<file path="src/hdl/ytc_pkg.sv">
// Package for the text-packet to CAN-frame parser.
// Holds the word types of both channels, the fixed limits and the hex helper.
// No dependencies.
package ytc_pkg;

   localparam int MAX_WORDS        = 64;
   localparam int MAX_WORD_CHARS   = 16;
   localparam int MAX_PACKET_CHARS = 512;

   localparam int QDEPTH = 4;
   localparam int QPTR_W = 2;
   localparam int QCNT_W = 3;

   localparam logic [7:0] CHAR_NUL   = 8'h00;
   localparam logic [7:0] CHAR_SPACE = 8'h20;
   localparam logic [7:0] CHAR_ZERO  = 8'h30;
   localparam logic [7:0] CHAR_X_LO  = 8'h78;
   localparam logic [7:0] CHAR_X_UP  = 8'h58;
   localparam logic [7:0] CHAR_TAB   = 8'h09;
   localparam logic [7:0] CHAR_CR    = 8'h0d;

   localparam logic [2:0] PH_LEAD   = 3'd0;
   localparam logic [2:0] PH_ZERO   = 3'd1;
   localparam logic [2:0] PH_PREFIX = 3'd2;
   localparam logic [2:0] PH_DIGITS = 3'd3;
   localparam logic [2:0] PH_STOP   = 3'd4;

   localparam logic KIND_DATA = 1'b0;
   localparam logic KIND_END  = 1'b1;

   typedef struct packed {
      logic [7:0] char_in;
      logic       end_of_packet;
   } ytc_req_type;

   typedef struct packed {
      logic        kind;
      logic [7:0]  data_byte;
      logic [5:0]  byte_index;
      logic [7:0]  source;
      logic [17:0] pgn;
      logic [2:0]  priority_res;
      logic [6:0]  byte_count;
      logic        valid_res;
      logic        last;
   } ytc_rsp_type;

   // Returns a flag in the top bit that is set for a hex digit, and the digit value below it.
   function automatic logic [4:0] hex_digit(input logic [7:0] c);
      logic [4:0] r;
      r = 5'b0;
      if (c >= 8'h30 && c <= 8'h39) begin
         r = {1'b1, 4'(c - 8'h30)};
      end else if (c >= 8'h61 && c <= 8'h66) begin
         r = {1'b1, 4'(c - 8'h57)};
      end else if (c >= 8'h41 && c <= 8'h46) begin
         r = {1'b1, 4'(c - 8'h37)};
      end
      return r;
   endfunction

endpackage

</file>
<file path="src/hdl/yd_raw_text_to_can_frame_unit.sv">
// Top level of the text-packet to CAN-frame parser, built on the types and limits of ytc_pkg.
// A result word is written into the registered result queue when the character word that causes it is accepted.
// Throughput: one character word per cycle; the final word of a packet makes up to two
// result words, which a four-entry result queue absorbs, so input stalls only while the
// queue holds three or more words.
// Reset clears the parser state and empties the result queue.
module yd_raw_text_to_can_frame_unit (
   input  logic                 clock,
   input  logic                 reset,
   input  logic                 req_valid,
   output logic                 req_stall,
   input  ytc_pkg::ytc_req_type req_word,
   output logic                 rsp_valid,
   input  logic                 rsp_stall,
   output ytc_pkg::ytc_rsp_type rsp_word
);
   import ytc_pkg::*;

   logic [6:0]  word_count_ff, word_count_in;
   logic        inside_word_ff, inside_word_in;
   logic [3:0]  chars_in_word_ff, chars_in_word_in;
   logic [31:0] hex_acc_ff, hex_acc_in;
   logic [2:0]  hex_phase_ff, hex_phase_in;
   logic [31:0] header_id_ff, header_id_in;
   logic [9:0]  packet_chars_ff, packet_chars_in;
   logic        text_ended_ff, text_ended_in;

   ytc_rsp_type q_ff [QDEPTH];
   logic [QPTR_W-1:0] wr_ptr_ff, wr_ptr_in, rd_ptr_ff, rd_ptr_in;
   logic [QCNT_W-1:0] count_ff, count_in;

   logic        req_accept, rsp_pop;
   logic        active, finish, emit_data, valid_end;
   logic [7:0]  c;
   logic [4:0]  dig;
   logic [31:0] shifted;
   logic [5:0]  data_index;
   logic [1:0]  n_push;
   ytc_rsp_type data_res, end_res, slot0, slot1;

   assign req_accept = req_valid && !req_stall;
   assign rsp_pop    = rsp_valid && !rsp_stall;
   assign req_stall  = count_ff > QCNT_W'(QDEPTH - 2);
   assign rsp_valid  = count_ff != '0;
   assign rsp_word   = q_ff[rd_ptr_ff];

   assign c       = req_word.char_in;
   assign dig     = hex_digit(c);
   assign active  = !text_ended_ff && packet_chars_ff < 10'(MAX_PACKET_CHARS);

   always_comb begin
      word_count_in    = word_count_ff;
      inside_word_in   = inside_word_ff;
      chars_in_word_in = chars_in_word_ff;
      hex_acc_in       = hex_acc_ff;
      hex_phase_in     = hex_phase_ff;
      header_id_in     = header_id_ff;
      packet_chars_in  = packet_chars_ff;
      text_ended_in    = text_ended_ff;
      finish           = 1'b0;
      emit_data        = 1'b0;
      data_index       = '0;
      valid_end        = 1'b0;
      shifted          = '0;
      if (req_accept) begin
         if (active) begin
            packet_chars_in = packet_chars_ff + 10'd1;
            if (c == CHAR_NUL || c == CHAR_SPACE) begin
               finish = 1'b1;
               if (c == CHAR_NUL) begin
                  text_ended_in = 1'b1;
               end
            end else begin
               if (!inside_word_ff && word_count_ff < 7'(MAX_WORDS)) begin
                  word_count_in    = word_count_ff + 7'd1;
                  inside_word_in   = 1'b1;
                  chars_in_word_in = '0;
                  hex_acc_in       = '0;
                  hex_phase_in     = PH_LEAD;
               end
               if (inside_word_in && chars_in_word_in < 4'(MAX_WORD_CHARS - 1)) begin
                  chars_in_word_in = chars_in_word_in + 4'd1;
                  shifted = (hex_acc_in[31:28] != 4'd0) ? 32'hffff_ffff
                                                        : {hex_acc_in[27:0], dig[3:0]};
                  unique case (hex_phase_in)
                     PH_LEAD: begin
                        if (c >= CHAR_TAB && c <= CHAR_CR) begin
                           hex_phase_in = PH_LEAD;
                        end else if (c == CHAR_ZERO) begin
                           hex_acc_in   = '0;
                           hex_phase_in = PH_ZERO;
                        end else if (dig[4]) begin
                           hex_acc_in   = {28'd0, dig[3:0]};
                           hex_phase_in = PH_DIGITS;
                        end else begin
                           hex_acc_in   = '0;
                           hex_phase_in = PH_STOP;
                        end
                     end
                     PH_ZERO: begin
                        if (c == CHAR_X_LO || c == CHAR_X_UP) begin
                           hex_phase_in = PH_PREFIX;
                        end else if (dig[4]) begin
                           hex_acc_in   = {28'd0, dig[3:0]};
                           hex_phase_in = PH_DIGITS;
                        end else begin
                           hex_phase_in = PH_STOP;
                        end
                     end
                     PH_PREFIX: begin
                        if (dig[4]) begin
                           hex_acc_in   = {28'd0, dig[3:0]};
                           hex_phase_in = PH_DIGITS;
                        end else begin
                           hex_acc_in   = '0;
                           hex_phase_in = PH_STOP;
                        end
                     end
                     PH_DIGITS: begin
                        if (dig[4]) begin
                           hex_acc_in = shifted;
                        end else begin
                           hex_phase_in = PH_STOP;
                        end
                     end
                     default: begin
                        hex_phase_in = PH_STOP;
                     end
                  endcase
               end
            end
         end
         if (req_word.end_of_packet) begin
            finish = 1'b1;
         end
         if (finish && inside_word_in) begin
            inside_word_in = 1'b0;
            if (word_count_in == 7'd3) begin
               header_id_in = hex_acc_in;
            end else if (word_count_in >= 7'd4) begin
               emit_data  = 1'b1;
               data_index = 6'(word_count_in - 7'd4);
            end
         end
         valid_end = word_count_in > 7'd2;
      end
   end

   always_comb begin
      data_res            = '0;
      data_res.kind       = KIND_DATA;
      data_res.data_byte  = hex_acc_in[7:0];
      data_res.byte_index = data_index;
      end_res             = '0;
      end_res.kind        = KIND_END;
      end_res.last        = 1'b1;
      end_res.valid_res   = valid_end;
      if (valid_end) begin
         end_res.source       = header_id_in[7:0];
         end_res.pgn          = header_id_in[25:8];
         end_res.priority_res = header_id_in[28:26];
         end_res.byte_count   = word_count_in - 7'd3;
      end
      slot0  = emit_data ? data_res : end_res;
      slot1  = end_res;
      n_push = {1'b0, emit_data} + {1'b0, req_accept && req_word.end_of_packet};
      wr_ptr_in = wr_ptr_ff + QPTR_W'(n_push);
      rd_ptr_in = rd_ptr_ff + QPTR_W'(rsp_pop);
      count_in  = count_ff + QCNT_W'(n_push) - QCNT_W'(rsp_pop);
   end

   always_ff @(posedge clock) begin
      if (reset) begin
         word_count_ff    <= '0;
         inside_word_ff   <= 1'b0;
         chars_in_word_ff <= '0;
         hex_acc_ff       <= '0;
         hex_phase_ff     <= PH_LEAD;
         header_id_ff     <= '0;
         packet_chars_ff  <= '0;
         text_ended_ff    <= 1'b0;
         wr_ptr_ff        <= '0;
         rd_ptr_ff        <= '0;
         count_ff         <= '0;
      end else begin
         if (req_accept && req_word.end_of_packet) begin
            word_count_ff    <= '0;
            inside_word_ff   <= 1'b0;
            chars_in_word_ff <= '0;
            hex_acc_ff       <= '0;
            hex_phase_ff     <= PH_LEAD;
            header_id_ff     <= '0;
            packet_chars_ff  <= '0;
            text_ended_ff    <= 1'b0;
         end else begin
            word_count_ff    <= word_count_in;
            inside_word_ff   <= inside_word_in;
            chars_in_word_ff <= chars_in_word_in;
            hex_acc_ff       <= hex_acc_in;
            hex_phase_ff     <= hex_phase_in;
            header_id_ff     <= header_id_in;
            packet_chars_ff  <= packet_chars_in;
            text_ended_ff    <= text_ended_in;
         end
         wr_ptr_ff <= wr_ptr_in;
         rd_ptr_ff <= rd_ptr_in;
         count_ff  <= count_in;
      end
   end

   always_ff @(posedge clock) begin
      if (n_push != 2'd0) begin
         q_ff[wr_ptr_ff] <= slot0;
      end
      if (n_push == 2'd2) begin
         q_ff[QPTR_W'(wr_ptr_ff + 1'b1)] <= slot1;
      end
   end

endmodule

</file>
<file path="config.mk">
export PLATFORM = sky130hd
export DESIGN_NAME = yd_raw_text_to_can_frame_unit
export DESIGN_NICKNAME = d
export VERILOG_FILES = /design/src/hdl/ytc_pkg.sv /design/src/hdl/yd_raw_text_to_can_frame_unit.sv
export SDC_FILE = /design/constraint.sdc
export NUM_CORES = 1
export LEC_CHECK = 0
export BUFFER_PORTS_ARGS = -buffer_cell sky130_fd_sc_hd__buf_2
export CORE_MARGIN = 10
export CORE_UTILIZATION = 60
export DETAILED_ROUTE_END_ITERATION = 8
export GPL_TIMING_DRIVEN = 0
export PLACE_DENSITY = 0.78
export SYNTH_ARGS = -nofsm -noshare
export SYNTH_HDL_FRONTEND = slang
export SYNTH_SLANG_ARGS = --single-unit
</file>
<file path="constraint.sdc">
create_clock -name clock -period 9.1 [get_ports clock]
set_clock_uncertainty 0.2 [all_clocks]
set_input_delay 0.455 -clock clock [delete_from_list [all_inputs] [get_ports clock]]
set_output_delay 0.455 -clock clock [all_outputs]
set_load 0.02 [all_outputs]
</file>
==> results.yml <==
outcome:
  status: "finished, final reports clean"
detailed_routing:
  finalWirelength_um: 36100
  viasPerCell: 6.21
  via_count: 10700
  ant_nets: 0
  drc: 0
  avgRoutedWirePerCell_um: 20.9
  firstDrtPassIters: 5
  drtIter0Drc: 1098
floorplan:
  die_area_sq_mm: 0.0300
  start_util: 0.616
  core_sq_mm: 0.0228
  io_pins: 68
  die-height_um: 173
  rows: 55
  die_width_um: 173
power:
  powerDensity_mw_per_mm2: 224
  power.static_leakage_uw: 0.00492
  ir_drop_mv: 0.148
  power_uw: 3550
clock_network:
  cts-htree-levels: 1
  path_clk_slew_ps: 60
  numCtsBuffers: 30
  hold_buffers: 0
  clockBufferDepth: 3
  cts_resized: 0
  cts_sinks: 302
  clkLatencyLatePin_ps: 550
  cts_root_buffer: "clkbuf_16"
  cts_tree: "yes"
  post_cts_buffers: 0
yosys:
  syn_area_sq_mm: 0.0141
  synth_top_area_frac: 0.316
  synth_top_flop_cell: "dfxtp_1"
  netlist_instances: 1295
  synth_cell_type_count: 84
  async_flop_share: 0
  ys_seq_elements: 302
  synth_area_leaders: "edfxtp_1 (32%), dfxtp_1 (22%), mux4_2 (8.3%), nor2_1 (5.4%), nor3_1 (3.3%)"
  synth_edf_count: 148
  syn_avg_cell_area_sq_um: 10.9
  syn_nets: 1327
  yosysWarnings: 0
  yosys.area.top_type: "edfxtp_1"
  ys_seq_area_frac: 0.535
layout:
  layout.nets: 1424
  area_delta_synth_final_pct: 12.2
  layout_common_cells: "nor2_1 (202), dfxtp_1 (154), edfxtp_1 (148), nand2_1 (107), nor3_1 (92)"
  layout_commonest_cell: "nor2_1"
  layout-drive-gt1-share: 0.182
  diodes: 0
sta:
  hold_ws_ps: 75.4
  worst_pin_slew_ps: 1000
  finalSetupViolCount: 0
  maxSlewHeadroom: 0.323
  finalHoldViolations: 0
  report.final.slew_viol_count: 0
  max_freq_mhz: 181
  finalSetupTns_ps: 0
  post-route-period-util: 0.607
  min_period_ps: 5530
  rsz0062_at_grt: "false"
global_route:
  grt_usage: 0.231
  overflow: 0
  grt_antenna_before_repair: 0
  grt_pass1_vias: 10400
  grt_pass1_wl_um: 57000
  grt_max_degree: 39
setup_path:
  crit_type: "flip-flop to flip-flop"
  worstReg2RegStart: "text_ended_ff$_SDFFE_PP0P_"
  r2r_slack_ps: 3570
  regToRegEndpoint: "q_ff[0][17]$_DFFE_PP_"
  arrival_ps: 5500
  cp_max_fo: 38
  worstPathRequired_ps: 9070
  crit_path_end_kind: "flip-flop"
  reg2reg_depth: 13
  start_kind: "flip-flop"
flow_run:
  drv_cap: 0
hold_path:
  min_from: "req_word[6]"
  min_delay_path_depth: 4
  min_to: "text_ended_ff$_SDFFE_PP0P_"
  hold_class: "input pin to flip-flop"
placement:
  portBuffers: 65
  gp_congestion: 0.934
  dp_hpwl_um: 24900
==> worst max-delay path, stage by stage, from the launching register on <==
cell and delay (ps):
dfxtp_1 330, nor2_1 440, o21ai_1 280, or4_1 580
xor2_1 350, ha_1 260, or4b_1 440, a31oi_1 220
o21a_4 210, inv_4 80, ha_1 240, nor3_1 440
a31oi_1 250, inv_2 780
==> worst max path at each step <==
stage,start,to,slack [ps],cells after the start
finish,text_ended_ff$_SDFFE_PP0P_,q_ff[0][17]$_DFFE_PP_,3570,13
global route,text_ended_ff$_SDFFE_PP0P_,q_ff[0][15]$_DFFE_PP_,3290,13
CTS,text_ended_ff$_SDFFE_PP0P_,q_ff[0][15]$_DFFE_PP_,3680,13
detailed placement,req_word[1],q_ff[0][21]$_DFFE_PP_,3330,16
global placement,req_word[1],q_ff[0][18]$_DFFE_PP_,2840,16
floorplan,req_word[2],q_ff[0][10]$_DFFE_PP_,4040,15
==> cells in the mapped netlist, types with 5 or more instances <==
| cell | n |
|---|---|
| nor2_1 | 202 |
| dfxtp_1 | 154 |
| edfxtp_1 | 148 |
| nand2_1 | 107 |
| nor3_1 | 92 |
| a21oi_1 | 60 |
| clkbuf_1 | 58 |
| o21ai_0 | 57 |
| mux4_2 | 52 |
| nor3b_1 | 33 |
| a211oi_1 | 27 |
| xnor2_1 | 20 |
| inv_1 | 19 |
| ha_1 | 18 |
| or3_4 | 18 |
| buf_2 | 16 |
| or3_1 | 15 |
| nand3_1 | 13 |
| o21ai_2 | 12 |
| xor2_1 | 12 |
| nor2b_1 | 11 |
| buf_6 | 10 |
| buf_1 | 8 |
| nand2b_1 | 8 |
| a31oi_1 | 7 |
| o31ai_1 | 7 |
| a2bb2oi_1 | 6 |
| and2_1 | 6 |
| o21a_1 | 6 |
| and3_1 | 5 |
| nor3b_2 | 5 |
==> power breakdown <==
part / internal [uW] / switching, uW / total, uW / leakage [uW]
combinational: 290 / 513 / 802 / 0.00195
clock: 723 / 509 / 1230 / 0.000508
sequential: 1480 / 28.4 / 1510 / 0.00246
total: 2490 / 1050 / 3550 / 0.00492
==> per-stage QoR <==
step           instances  instance area, sq um  utilization  setup slack, ps
3_3_place_gp        1673                 14800        0.648             2840
2_1_floorplan       1295                 14100            -             4040
5_1_grt             1729                 15800        0.692             3290
4_1_cts             1729                 15800        0.692             3680
6_report            1729                 15800        0.692             3570
3_5_place_dp        1673                 14800        0.648             3330
==> cells by family (layout without fill, tap and decap cells) <==
| family | Yosys count | after routing | share of synthesized area |
|---|---|---|---|
| AOI/OAI and AO/OA | 226 | 226 | 0.108 |
| adders and majority gates | 19 | 19 | 0.0174 |
| and+or+nand+nor | 544 | 544 | 0.194 |
| buffers and inverters | 114 | 235 | 0.0379 |
| DFF | 302 | 302 | 0.535 |
| muxes | 58 | 58 | 0.0884 |
| xor gates and xnor gates | 32 | 32 | 0.0199 |
==> per-layer routing <==
metal	vias to the layer above	track usage	wire (um)
li1	4923	-	-
met1	5206	0.308	15000
met2	541	0.387	17400
met3	69	0.0370	2950
met4	0	0.0589	726
met5	-	0	0
==> cell type report <==
class                      count  area, sq um
inverter                      20         77.6
tap                          313          392
clock inverter                 6         32.5
timing repair buffer          65          325
multi-input combinational    879         6020
sequential                   302         7530
buffer                        94          455
fill                        1685         7040
clock buffer                  50          972
==> flip-flops by register name, summed over array words and instances, names as in the netlist <==
name and cells:
word_count_ff 7, q_ff 208, chars_in_word_ff 4, wr_ptr_ff 2, inside_word_ff 1, header_id_ff 29, rd_ptr_ff 2, text_ended_ff 1
hex_phase_ff 3, hex_acc_ff 32, packet_chars_ff 10, count_ff 3
Note: power is estimated with default switching activity, not from simulation.
